**config.mk**
```make
export PLATFORM = sky130hd
export DESIGN_NAME = approx_lru_eviction_pool
export DESIGN_NICKNAME = d
export VERILOG_FILES = /design/src/rtl/alep_pkg.sv /design/src/rtl/alep_ram.sv /design/src/rtl/approx_lru_eviction_pool.sv
export SDC_FILE = /design/constraint.sdc
export NUM_CORES = 2
export LEC_CHECK = 0
export BUFFER_PORTS_ARGS = -buffer_cell sky130_fd_sc_hd__buf_2
export CAP_MARGIN = 20
export CORE_MARGIN = 10
export CORE_UTILIZATION = 30
export DETAILED_ROUTE_END_ITERATION = 16
export MAX_ROUTING_LAYER = met4
export PLACE_DENSITY = 0.55
export SYNTH_ARGS = -nofsm -noshare
export SYNTH_HDL_FRONTEND = slang
export SYNTH_SLANG_ARGS = --single-unit
```
**constraint.sdc**
```tcl
create_clock -name clk -period 7.6 [get_ports clk]
set_input_delay 0.76 -clock clk [delete_from_list [all_inputs] [get_ports clk]]
set_output_delay 0.76 -clock clk [all_outputs]
set_load 0.05 [all_outputs]
```
**src/rtl/alep_pkg.sv**
```systemverilog
// Shared types, constants and the control store of the eviction pool sequencer.
// No dependencies; used by the pool top level, its checker and the testbench.
`timescale 1ns / 1ps

package alep_pkg;

  localparam int POOL_SLOTS_DEF = 16;
  localparam int KEY_W          = 32;
  localparam int IDLE_W         = 48;
  localparam int ENTRY_W        = KEY_W + IDLE_W;
  localparam int COUNT_W        = 5;
  localparam int IN_DATA_W      = 80;
  localparam int OUT_DATA_W     = 40;

  // output word bit positions
  localparam int OUT_VVALID_LSB = 0;
  localparam int OUT_VKEY_LSB   = 1;
  localparam int OUT_TAKEN_LSB  = OUT_VKEY_LSB + KEY_W;
  localparam int OUT_COUNT_LSB  = OUT_TAKEN_LSB + 1;

  typedef enum logic [3:0] {
    U_EMIT   = 4'd0,
    U_WAIT   = 4'd1,
    U_DISP   = 4'd2,
    U_OFR    = 4'd3,
    U_DN0    = 4'd4,
    U_DN     = 4'd5,
    U_INS    = 4'd6,
    U_UP0    = 4'd7,
    U_UP     = 4'd8,
    U_UPFIN  = 4'd9,
    U_INS_LO = 4'd10,
    U_TAKE   = 4'd11,
    U_TK     = 4'd12
  } upc_t;

  typedef enum logic [3:0] {
    A_NONE,
    A_WAIT,
    A_DN_SETUP,
    A_SHIFT_DN,
    A_INS,
    A_UP_SETUP,
    A_SHIFT_UP,
    A_INS_LO,
    A_TK_SETUP,
    A_TAKE,
    A_EMIT
  } ucode_act_t;

  typedef enum logic [3:0] {
    C_NEVER,
    C_ALWAYS,
    C_NO_ACC,
    C_TAKE,
    C_FULL,
    C_EMPTY,
    C_DN_MORE,
    C_UP_MORE,
    C_PTR0,
    C_NO_VICTIM,
    C_OUT_BUSY
  } ucode_cond_t;

  typedef struct packed {
    ucode_act_t  act;
    ucode_cond_t cond;
    upc_t        tgt;
  } ucode_word_t;

  // next step = cond true ? tgt : step + 1
  function automatic ucode_word_t ucode_rom(input upc_t pc);
    ucode_word_t w;
    case (pc)
      U_EMIT:   w = '{A_EMIT,     C_OUT_BUSY,  U_EMIT};
      U_WAIT:   w = '{A_WAIT,     C_NO_ACC,    U_WAIT};
      U_DISP:   w = '{A_NONE,     C_TAKE,      U_TAKE};
      U_OFR:    w = '{A_NONE,     C_FULL,      U_UP0};
      U_DN0:    w = '{A_DN_SETUP, C_EMPTY,     U_INS};
      U_DN:     w = '{A_SHIFT_DN, C_DN_MORE,   U_DN};
      U_INS:    w = '{A_INS,      C_ALWAYS,    U_EMIT};
      U_UP0:    w = '{A_UP_SETUP, C_NEVER,     U_EMIT};
      U_UP:     w = '{A_SHIFT_UP, C_UP_MORE,   U_UP};
      U_UPFIN:  w = '{A_NONE,     C_PTR0,      U_EMIT};
      U_INS_LO: w = '{A_INS_LO,   C_ALWAYS,    U_EMIT};
      U_TAKE:   w = '{A_TK_SETUP, C_NO_VICTIM, U_EMIT};
      U_TK:     w = '{A_TAKE,     C_ALWAYS,    U_EMIT};
      default:  w = '{A_NONE,     C_ALWAYS,    U_WAIT};
    endcase
    return w;
  endfunction

endpackage

```
**src/rtl/alep_ram.sv**
```systemverilog
// Generic single-write, single-read RAM with registered read data.
// No dependencies.
`timescale 1ns / 1ps

module alep_ram #(
  parameter int WIDTH = 8,
  parameter int DEPTH = 16
) (
  input  logic                     clk,
  input  logic                     we,
  input  logic [$clog2(DEPTH)-1:0] waddr,
  input  logic [WIDTH-1:0]         wdata,
  input  logic [$clog2(DEPTH)-1:0] raddr,
  output logic [WIDTH-1:0]         rdata
);

  logic [WIDTH-1:0] mem [DEPTH];

  always_ff @(posedge clk) begin
    if (we) begin
      mem[waddr] <= wdata;
    end
    rdata <= mem[raddr];
  end

endmodule

```
**src/rtl/approx_lru_eviction_pool.sv**
```systemverilog
// Sampled-LRU eviction pool: a microcoded sequencer walking a sorted candidate RAM.
// Depends on alep_pkg and alep_ram.
`timescale 1ns / 1ps

// One word in, one word out. Candidates sit packed at the low end of a RAM,
// sorted by ascending idle time. An offer walks the RAM one entry per cycle
// through its read port and its write port, moving entries aside as it goes:
// from the top down when there is a free slot, from the bottom up when the
// pool is full (the least idle entry falls off). A sample that is no more idle
// than any entry of a full pool is dropped. A take removes the most idle entry
// from the top. Each word then reaches the emit step, which loads the result
// word into the output register and waits while downstream still holds the
// previous result. The next word is taken once the result is in that register,
// even if downstream has not taken it yet. No clearing pass after reset: the
// occupancy count alone marks which entries are live.

module approx_lru_eviction_pool #(
  parameter int POOL_SLOTS = alep_pkg::POOL_SLOTS_DEF
) (
  input  logic                            clk,
  input  logic                            rst,
  input  logic                            cfg_wen,
  input  logic                            cfg_wdata,  // eviction_enabled
  input  logic                            s_tvalid,
  output logic                            s_tready,
  input  logic [alep_pkg::IN_DATA_W-1:0]  s_tdata,    // key_id[31:0], idle_time[79:32]
  input  logic                            s_tuser,    // func
  output logic                            m_tvalid,
  input  logic                            m_tready,
  output logic [alep_pkg::OUT_DATA_W-1:0] m_tdata     // victim_valid[0], victim_key[32:1],
                                                      // sample_taken[33], pool_count[38:34]
);

  localparam int AW = $clog2(POOL_SLOTS);
  localparam int CW = $clog2(POOL_SLOTS + 1);
  localparam int EW = alep_pkg::ENTRY_W;
  localparam int KW = alep_pkg::KEY_W;
  localparam int IW = alep_pkg::IDLE_W;

  alep_pkg::upc_t        upc, upc_next;
  alep_pkg::ucode_word_t cw;

  logic [CW-1:0] count;
  logic [CW-1:0] ptr;
  logic          en;

  logic          in_func;
  logic [KW-1:0] in_key;
  logic [IW-1:0] in_idle;

  logic          res_vvalid;
  logic [KW-1:0] res_vkey;
  logic          res_taken;

  logic          ram_we;
  logic [AW-1:0] ram_waddr, ram_raddr;
  logic [EW-1:0] ram_wdata, ram_rdata;

  logic [CW-1:0] ptr_m1, ptr_m2, ptr_p1, cnt_m1;
  logic [IW-1:0] rd_idle;
  logic          ge, lt, cond_hit, out_free;

  assign cw       = alep_pkg::ucode_rom(upc);
  assign s_tready = (cw.act == alep_pkg::A_WAIT);
  assign out_free = !m_tvalid || m_tready;

  assign ptr_m1  = ptr - CW'(1);
  assign ptr_m2  = ptr - CW'(2);
  assign ptr_p1  = ptr + CW'(1);
  assign cnt_m1  = count - CW'(1);
  assign rd_idle = ram_rdata[EW-1:KW];
  assign ge      = (rd_idle >= in_idle);
  assign lt      = !ge;

  // condition select and step sequencing
  always_comb begin
    cond_hit = 1'b0;
    case (cw.cond)
      alep_pkg::C_NEVER:     cond_hit = 1'b0;
      alep_pkg::C_ALWAYS:    cond_hit = 1'b1;
      alep_pkg::C_NO_ACC:    cond_hit = !s_tvalid;
      alep_pkg::C_TAKE:      cond_hit = in_func;
      alep_pkg::C_FULL:      cond_hit = (count == CW'(POOL_SLOTS));
      alep_pkg::C_EMPTY:     cond_hit = (count == '0);
      alep_pkg::C_DN_MORE:   cond_hit = ge && (ptr != CW'(1));
      alep_pkg::C_UP_MORE:   cond_hit = lt && (ptr != CW'(POOL_SLOTS - 1));
      alep_pkg::C_PTR0:      cond_hit = (ptr == '0);
      alep_pkg::C_NO_VICTIM: cond_hit = !en || (count == '0);
      alep_pkg::C_OUT_BUSY:  cond_hit = !out_free;
      default:               cond_hit = 1'b0;
    endcase
    upc_next = cond_hit ? cw.tgt : alep_pkg::upc_t'(upc + 4'd1);
  end

  // RAM port control
  always_comb begin
    ram_we    = 1'b0;
    ram_waddr = ptr[AW-1:0];
    ram_wdata = ram_rdata;
    ram_raddr = ptr[AW-1:0];
    case (cw.act)
      alep_pkg::A_DN_SETUP: ram_raddr = cnt_m1[AW-1:0];
      alep_pkg::A_SHIFT_DN: begin
        ram_we    = ge;
        ram_raddr = ptr_m2[AW-1:0];
      end
      alep_pkg::A_INS: begin
        ram_we    = 1'b1;
        ram_wdata = {in_idle, in_key};
      end
      alep_pkg::A_UP_SETUP: ram_raddr = '0;
      alep_pkg::A_SHIFT_UP: begin
        ram_we    = lt && (ptr != '0);
        ram_waddr = ptr_m1[AW-1:0];
        ram_raddr = ptr_p1[AW-1:0];
      end
      alep_pkg::A_INS_LO: begin
        ram_we    = 1'b1;
        ram_waddr = ptr_m1[AW-1:0];
        ram_wdata = {in_idle, in_key};
      end
      alep_pkg::A_TK_SETUP: ram_raddr = cnt_m1[AW-1:0];
      default: ;
    endcase
  end

  alep_ram #(
    .WIDTH(EW),
    .DEPTH(POOL_SLOTS)
  ) u_ram (
    .clk  (clk),
    .we   (ram_we),
    .waddr(ram_waddr),
    .wdata(ram_wdata),
    .raddr(ram_raddr),
    .rdata(ram_rdata)
  );

  // control state
  always_ff @(posedge clk) begin
    if (rst) begin
      upc      <= alep_pkg::U_WAIT;
      count    <= '0;
      en       <= 1'b0;
      m_tvalid <= 1'b0;
    end else begin
      upc <= upc_next;
      if (cfg_wen) begin
        en <= cfg_wdata;
      end
      if ((cw.act == alep_pkg::A_EMIT) && out_free) begin
        m_tvalid <= 1'b1;
      end else if (m_tready) begin
        m_tvalid <= 1'b0;
      end
      case (cw.act)
        alep_pkg::A_INS:  count <= count + CW'(1);
        alep_pkg::A_TAKE: count <= cnt_m1;
        default: ;
      endcase
    end
  end

  // datapath registers
  always_ff @(posedge clk) begin
    case (cw.act)
      alep_pkg::A_WAIT: begin
        if (s_tvalid) begin
          in_func    <= s_tuser;
          in_key     <= s_tdata[KW-1:0];
          in_idle    <= s_tdata[KW+IW-1:KW];
          res_vvalid <= 1'b0;
          res_vkey   <= '0;
          res_taken  <= 1'b0;
        end
      end
      alep_pkg::A_DN_SETUP: ptr <= count;
      alep_pkg::A_SHIFT_DN: begin
        if (ge) begin
          ptr <= ptr_m1;
        end
      end
      alep_pkg::A_UP_SETUP: ptr <= '0;
      alep_pkg::A_SHIFT_UP: begin
        if (lt) begin
          ptr <= ptr_p1;
        end
      end
      alep_pkg::A_INS, alep_pkg::A_INS_LO: res_taken <= 1'b1;
      alep_pkg::A_TAKE: begin
        res_vvalid <= 1'b1;
        res_vkey   <= ram_rdata[KW-1:0];
      end
      alep_pkg::A_EMIT: begin
        if (out_free) begin
          m_tdata <= {1'b0, alep_pkg::COUNT_W'(count), res_taken, res_vkey, res_vvalid};
        end
      end
      default: ;
    endcase
  end

endmodule

```
# Word level (Yosys, flattened, before mapping)
# Memory sizes are Yosys's and may differ from the RTL's. A register that Yosys moved wholly into a read port is not among the register bits.
# Cells that the tools add are included.
dict set report op_classes {
  addsub 6
  n_lt_le_gt_ge 1
  n_eq_ne 26
  mux 20
  n_reduce_logical 27
}
# operator count
set op_table {}
lappend op_table {{$mux 80} 1}
lappend op_table {{$pmux 32 s2} 1}
lappend op_table {{$ge 48x48->1} 1}
lappend op_table {{$eq 4x3->1 const B} 8}
lappend op_table {{$mux 32} 1}
lappend op_table {{$eq 4x4->1 const B} 6}
lappend op_table {{$pmux 5 s4} 1}
lappend op_table {{$eq 4x2->1 const B} 4}
lappend op_table {{$pmux 4 s4} 1}
lappend op_table {{$mux 4} 3}
lappend op_table {{$add 5x1->5 const B} 2}
lappend op_table {{$logic_not 5->1} 2}
lappend op_table {{$mux 5} 2}
lappend op_table {{$pmux 1 s10} 1}
lappend op_table {{$pmux 5 s2} 1}
lappend op_table {{$sub 5x1->5 const B} 2}
lappend op_table {{$eq 4x1->1 const B} 2}
lappend op_table {{$reduce_and 2->1} 4}
lappend op_table {{$reduce_bool 2->1} 4}
lappend op_table {{$ne 2x2->1 const B} 3}
lappend op_table {{$reduce_or 2->1} 3}
lappend op_table {{$eq 5x5->1 const B} 1}
lappend op_table {{$logic_not 1->1} 5}
lappend op_table {{$mux 1} 5}
lappend op_table {{other kinds (11)} 16}
dict set report totals {
  regBits 170
  ramBits 1280
  mem_bits_ro 192
  inputBits 87
  output_inout_bits 42
  elab_cells 94
  mem_count 2
}
# name depth width read_ports rd_clocked_by_memory_dff write_ports line_no
set mem_list {}
lappend mem_list {u_ram.mem 16 80 1 1 1 alep_ram.sv:17} ;# logic [WIDTH-1:0] mem [DEPTH];
lappend mem_list {{(no name shown)} 16 12 1 1 0 alep_pkg.sv:74} ;# case (pc)

# Logic depth before layout (Yosys ltp)
dict set report logic_depth {
  depth_word 6
  depth_mapped 13
}

# Modules after synthesis
# Synthesis repeated with hierarchy kept, for this count alone.
dict set report hier_totals {
  cells_unflattened 2936
  area_unflattened_um2 58693.8
}
# module n_inst cells_each area_each_um2 seq_area_each_um2
set by_module_without_submodules {}
lappend by_module_without_submodules {alep_ram 1 2054 49422.4 40038.4}
lappend by_module_without_submodules {approx_lru_eviction_pool 1 882 9271.4 5235.0}

# Worst setup path before layout
# Ideal clock, no wire load.
dict set report synth_timing {
  path_type {flip-flop to flip-flop}
  start {register in_idle[47]}
  end {memory u_ram.mem[10][0] (netlist bit) (enable)}
  setup_ns 0.519
  t_arrival_ns 5.576
  slack_ns 1.504
  stages_incl_launch_ff 12
  period_less_slack_ns 6.096
  cell_sequence {edfxtp_1 -> inv_1 -> ha_1 -> nand4_2 -> or4_4 -> nor2_1 -> and3_1 -> a211oi_2 -> mux2i_1 -> a21boi_0 -> nand2_1 -> nor2_1}
}
dict set report synth_via {
  elab_chain_cells 6
}
# item line_no
set synth_rtl {}
lappend synth_rtl {{start, declared} approx_lru_eviction_pool.sv:49} ;# logic [IW-1:0] in_idle;
lappend synth_rtl {{start signal, assigned} approx_lru_eviction_pool.sv:171} ;# in_idle <= s_tdata[KW+IW-1:KW];
lappend synth_rtl {{$ge 48x48->1 (*)} approx_lru_eviction_pool.sv:72} ;# assign ge = (rd_idle >= in_idle);
lappend synth_rtl {{$logic_not 1->1} approx_lru_eviction_pool.sv:73} ;# assign lt = !ge;
lappend synth_rtl {{$logic_and 1x1->1} approx_lru_eviction_pool.sv:113} ;# ram_we = lt && (ptr != '0);
lappend synth_rtl {{$pmux 1 s3 (*)} approx_lru_eviction_pool.sv:101} ;# case (cw.act)
lappend synth_rtl {{$mux 1 (*)} alep_ram.sv:20} ;# if (we) begin
lappend synth_rtl {{$mux 1 (implied by the code) (*)} alep_ram.sv:21} ;# mem[waddr] <= wdata;
lappend synth_rtl {{end, declared} alep_ram.sv:17}
# Every way passes the cells marked *; elsewhere a longest branch is shown, timed or not.

# Worst setup path after layout
dict set report layout_timing {
  start {register in_idle[30]}
  end {memory u_ram.mem[9][37] (netlist bit) (enable)}
}
# The elaborated chain is that of the path after synthesis.

==> impl_results.md <==
- Status: finished clean
- Dpl cell area: 0.0654 sq mm
- Setup bufs post-CTS: 0
- CTS buffer count: 158
- Max Freq: around 200 MHz
- Fillers: slightly below 20000
- Clock sink total: around 1500
- Hold violation count in the final report: 0
- Drt wl/cell: approximately 21 um
- First DRT Iteration DRCs: 2327
- DR WL met3: 6.60 mm
- Synth Instances: 4006
- Distinct cells, synth: 68
- WP data arrival: 5520 ps
- Ranking of synthesized cells by area: edfxtp_1 70%, a211oi_1 6.9%, mux2i_1 5.3%
- Post-synth EDFFs: 1439
- Core area: 0.204 sq mm
- RSZ-0062 raised after global routing: no
- Final Net Count: 4274
- First-pass GRT wire length: 218 mm
- Hold-fix buffers, CTS: 0
- Syn avg cell area: ~15 sq um
- Top Metal Used: met4
- Ys async rst share: 0%
- Rel. slew slack: 26.0%
- DR vias: around 33000
- Net Count, Synth: 4152
- Clock slew at reported path FFs: approximately 60 ps
- Period Utilization, post-route: 67.3%
- Initial antenna violation count: 26
- Number of remaining DRC errors: 0
- CTS tree: built
- Max FO, Critical Path: 25
- Dpl hpwl: 79.9 mm
- Gr usage total: 13.1%
- Leak pwr: 23.0 nW
- Final setup fails: 0
- Multi-input gate area: roughly 0.015 sq mm
- Starting Density: 30.1%
- Critical path cell sequence: inv_1 > ha_1 > a21oi_1 > nand2_1 > a221oi_2 > o2111ai_2 > a211oi_2 > mux2i_1 > a21boi_0 > nand2_1 > nor2_4 > buf_4
- Cell repeated most along the worst path: nand2_1
- Critical path required time: 8010 ps
- Die Span X: approximately 470 um
- Hold slack: 151 ps
- Root buf cell: clkbuf_16
- Worst R2R Start: in_idle[30]$_DFFE_PP_
- Final Skew: 29.2 ps
- CP startpoint kind: flip-flop
- Mapped Area: between 0.06 and 0.07 sq mm
- Largest area contributor in the netlist: edfxtp_1
- DRT antenna net count: 0
- # port buffers: 127
- Top-area cell type share of the netlist area: 70.3%
- Final Critical Period: 5110 ps
- Via/cell ratio: 4.81
- Ys Warns: 0
- Fin. max-slew vios: 0
- Die Y: 473 um
- Ratio of cells with drive above 1 in the final layout: 12.0%
- Kind of critical path: flip-flop to flip-flop
- Critical path launch point: in_idle[30]$_DFFE_PP_
- Utilization after layout: around a third
- Met1 wire length: 68.0 mm
- Synthesized flop and latch total: roughly 1500
- Sequential area share after synthesis: 73.6%
- Power Dens Cells: 453 mW/mm^2
- DR pass1 iterations: 5
- Setup Total Neg Slack: 0 ps
- Die ar.: between 0.2 and 0.25 sq mm
- Hold_sp: s_tdata[20]
- Worst skew pair latency: 790 ps
- Worst hold path class: input pin to flip-flop
- CTS H-tree depth: 4
- Max capacitance violation total: 0
- Vias in the first global route: 33000
- Layout area overhead: 14.9%
- Pin count of the biggest net entering global routing: 180
- Clock Path Buffers: 3
- Worst Setup End Kind: flip-flop
- Metal2 WL: 68.5 mm
- Site row count: 166
- Most used DFF post-synth: edfxtp_1
- Number of gates resized after CTS: 0
- Slowest cell on crit path: nor2_4
- Total gr overflow: 0
- Worst-Margin Slew: 1110 ps
- Fin area: between 0.07 and 0.08 sq mm
- CP max stage delay: 850 ps
- Routed WL: 146 mm
- Ports: 129
- RD Place Congestion: 0.762
- Seq. cell area: 0.0453 sq mm
- Peak supply drop: 0.482 mV
## flip-flops by register name, indices dropped and copies added, names as in the netlist
register / cells
res_taken: 1
u_ram.mem: 1280
upc: 4
m_tdata: 39
res_vkey: 32
res_vvalid: 1
count: 5
in_key: 32
in_idle: 48
u_ram.rdata: 80
cw: 12
in_func: 1
m_tvalid: 1
ptr: 5
en: 1
## cell type report
class	count	share of cell area (%)
clock inverters	80	1.15
inverters	62	0.333
flip-flops and latches	1542	64.1
well taps	2688	4.76
multi-input cells	2127	21.1
clock buffers	211	6.14
repair buffers	237	2.40
diodes	13	0.0460
## routing by layer
metal  GRT usage, %  vias up
li1               -    15800
met1           17.4    16800
met2           20.4      622
met3           2.59      188
met4           3.36        0
met5              -        -
## critical path, delay by kind of cell (launching register included)
family	cells	cell delay [ps]
AOI/OAI and AO/OA	5	2000
adders and majority gates	1	250
buffers and inverters	2	640
DFF	1	350
muxes	1	200
and+or+nand+nor	3	1250
## cell usage after synthesis, types with 2 or more instances
cell type / instances
edfxtp_1: 1439
a211oi_1: 567
a21oi_1: 355
nor2b_1: 325
mux2i_1: 324
nand2_1: 187
clkbuf_1: 145
dfxtp_1: 103
buf_2: 100
inv_1: 61
ha_1: 59
o21ai_0: 56
nor2_1: 55
and2_1: 33
nor3_1: 18
buf_1: 14
buf_4: 12
nand2b_1: 12
xnor2_1: 12
nand3_1: 10
o21ai_1: 9
xor2_1: 9
a31oi_1: 8
a211oi_2: 6
a21o_1: 6
nand4_1: 5
o211ai_1: 5
o221ai_1: 5
a211o_1: 4
and3_1: 4
and4_1: 4
a21boi_0: 3
nor3b_1: 3
nor4_1: 3
o221a_1: 3
a2111oi_2: 2
a311oi_1: 2
buf_6: 2
mux2_1: 2
nand3b_1: 2
nor3_2: 2
o21a_1: 2
o22ai_1: 2
or3_1: 2
## through the flow
step / std cells / total power [mW] / setup WS [ps]
global placement: 6633 / 24.4 / 2510
CTS: 6930 / 32.3 / 2430
detailed placement: 6639 / 24.5 / 2470
floorplan: 4006 / 20.8 / 1500
global route: 6960 / 34.0 / 2080
finish: 6960 / 32.0 / 2490
## report_power, final
group / total, mW / switching, mW / internal [mW]
Clock: 7.71 / 3.18 / 4.52
Sequential: 11.8 / 0.341 / 11.5
Combinational: 12.4 / 8.52 / 3.92
## worst paths after layout
kind	to	slack, ps	cells after the start
setup reg to reg	u_ram.mem[9][37]$_DFFE_PP_	2490	12
hold reg to reg	m_tdata[13]$_DFFE_PP_	410	0
hold / removal	in_key[20]$_DFFE_PP_	150	1
setup / recovery	u_ram.mem[9][37]$_DFFE_PP_	2490	12
## logic make-up (layout without fill, tap and decap cells)
kind of cell	Yosys count	in the layout	synth area share (%)
buf+inv	337	590	2.38
other cells	1	14	0.00610
xor+xnor	21	21	0.299
compound gates	1048	1048	11.3
simple gates	670	670	5.85
mux	328	328	5.36
flops	1542	1542	73.6
fa+ha+maj	59	59	1.20
## placed cells by master (no fill, tap or decap), types with 23 or more instances in the layout
cell type,instances
o21ai_1,32
a21oi_1,355
inv_1,60
nor2b_1,325
a211oi_1,567
clkinv_2,27
clkinv_1,23
buf_4,88
and2_1,33
clkbuf_1,39
ha_1,59
dfxtp_1,103
nor2_1,39
mux2i_1,324
clkbuf_16,162
o21ai_0,31
edfxtp_1,1439
buf_2,128
nand2_1,186
(Power assumes the default switching activity.)
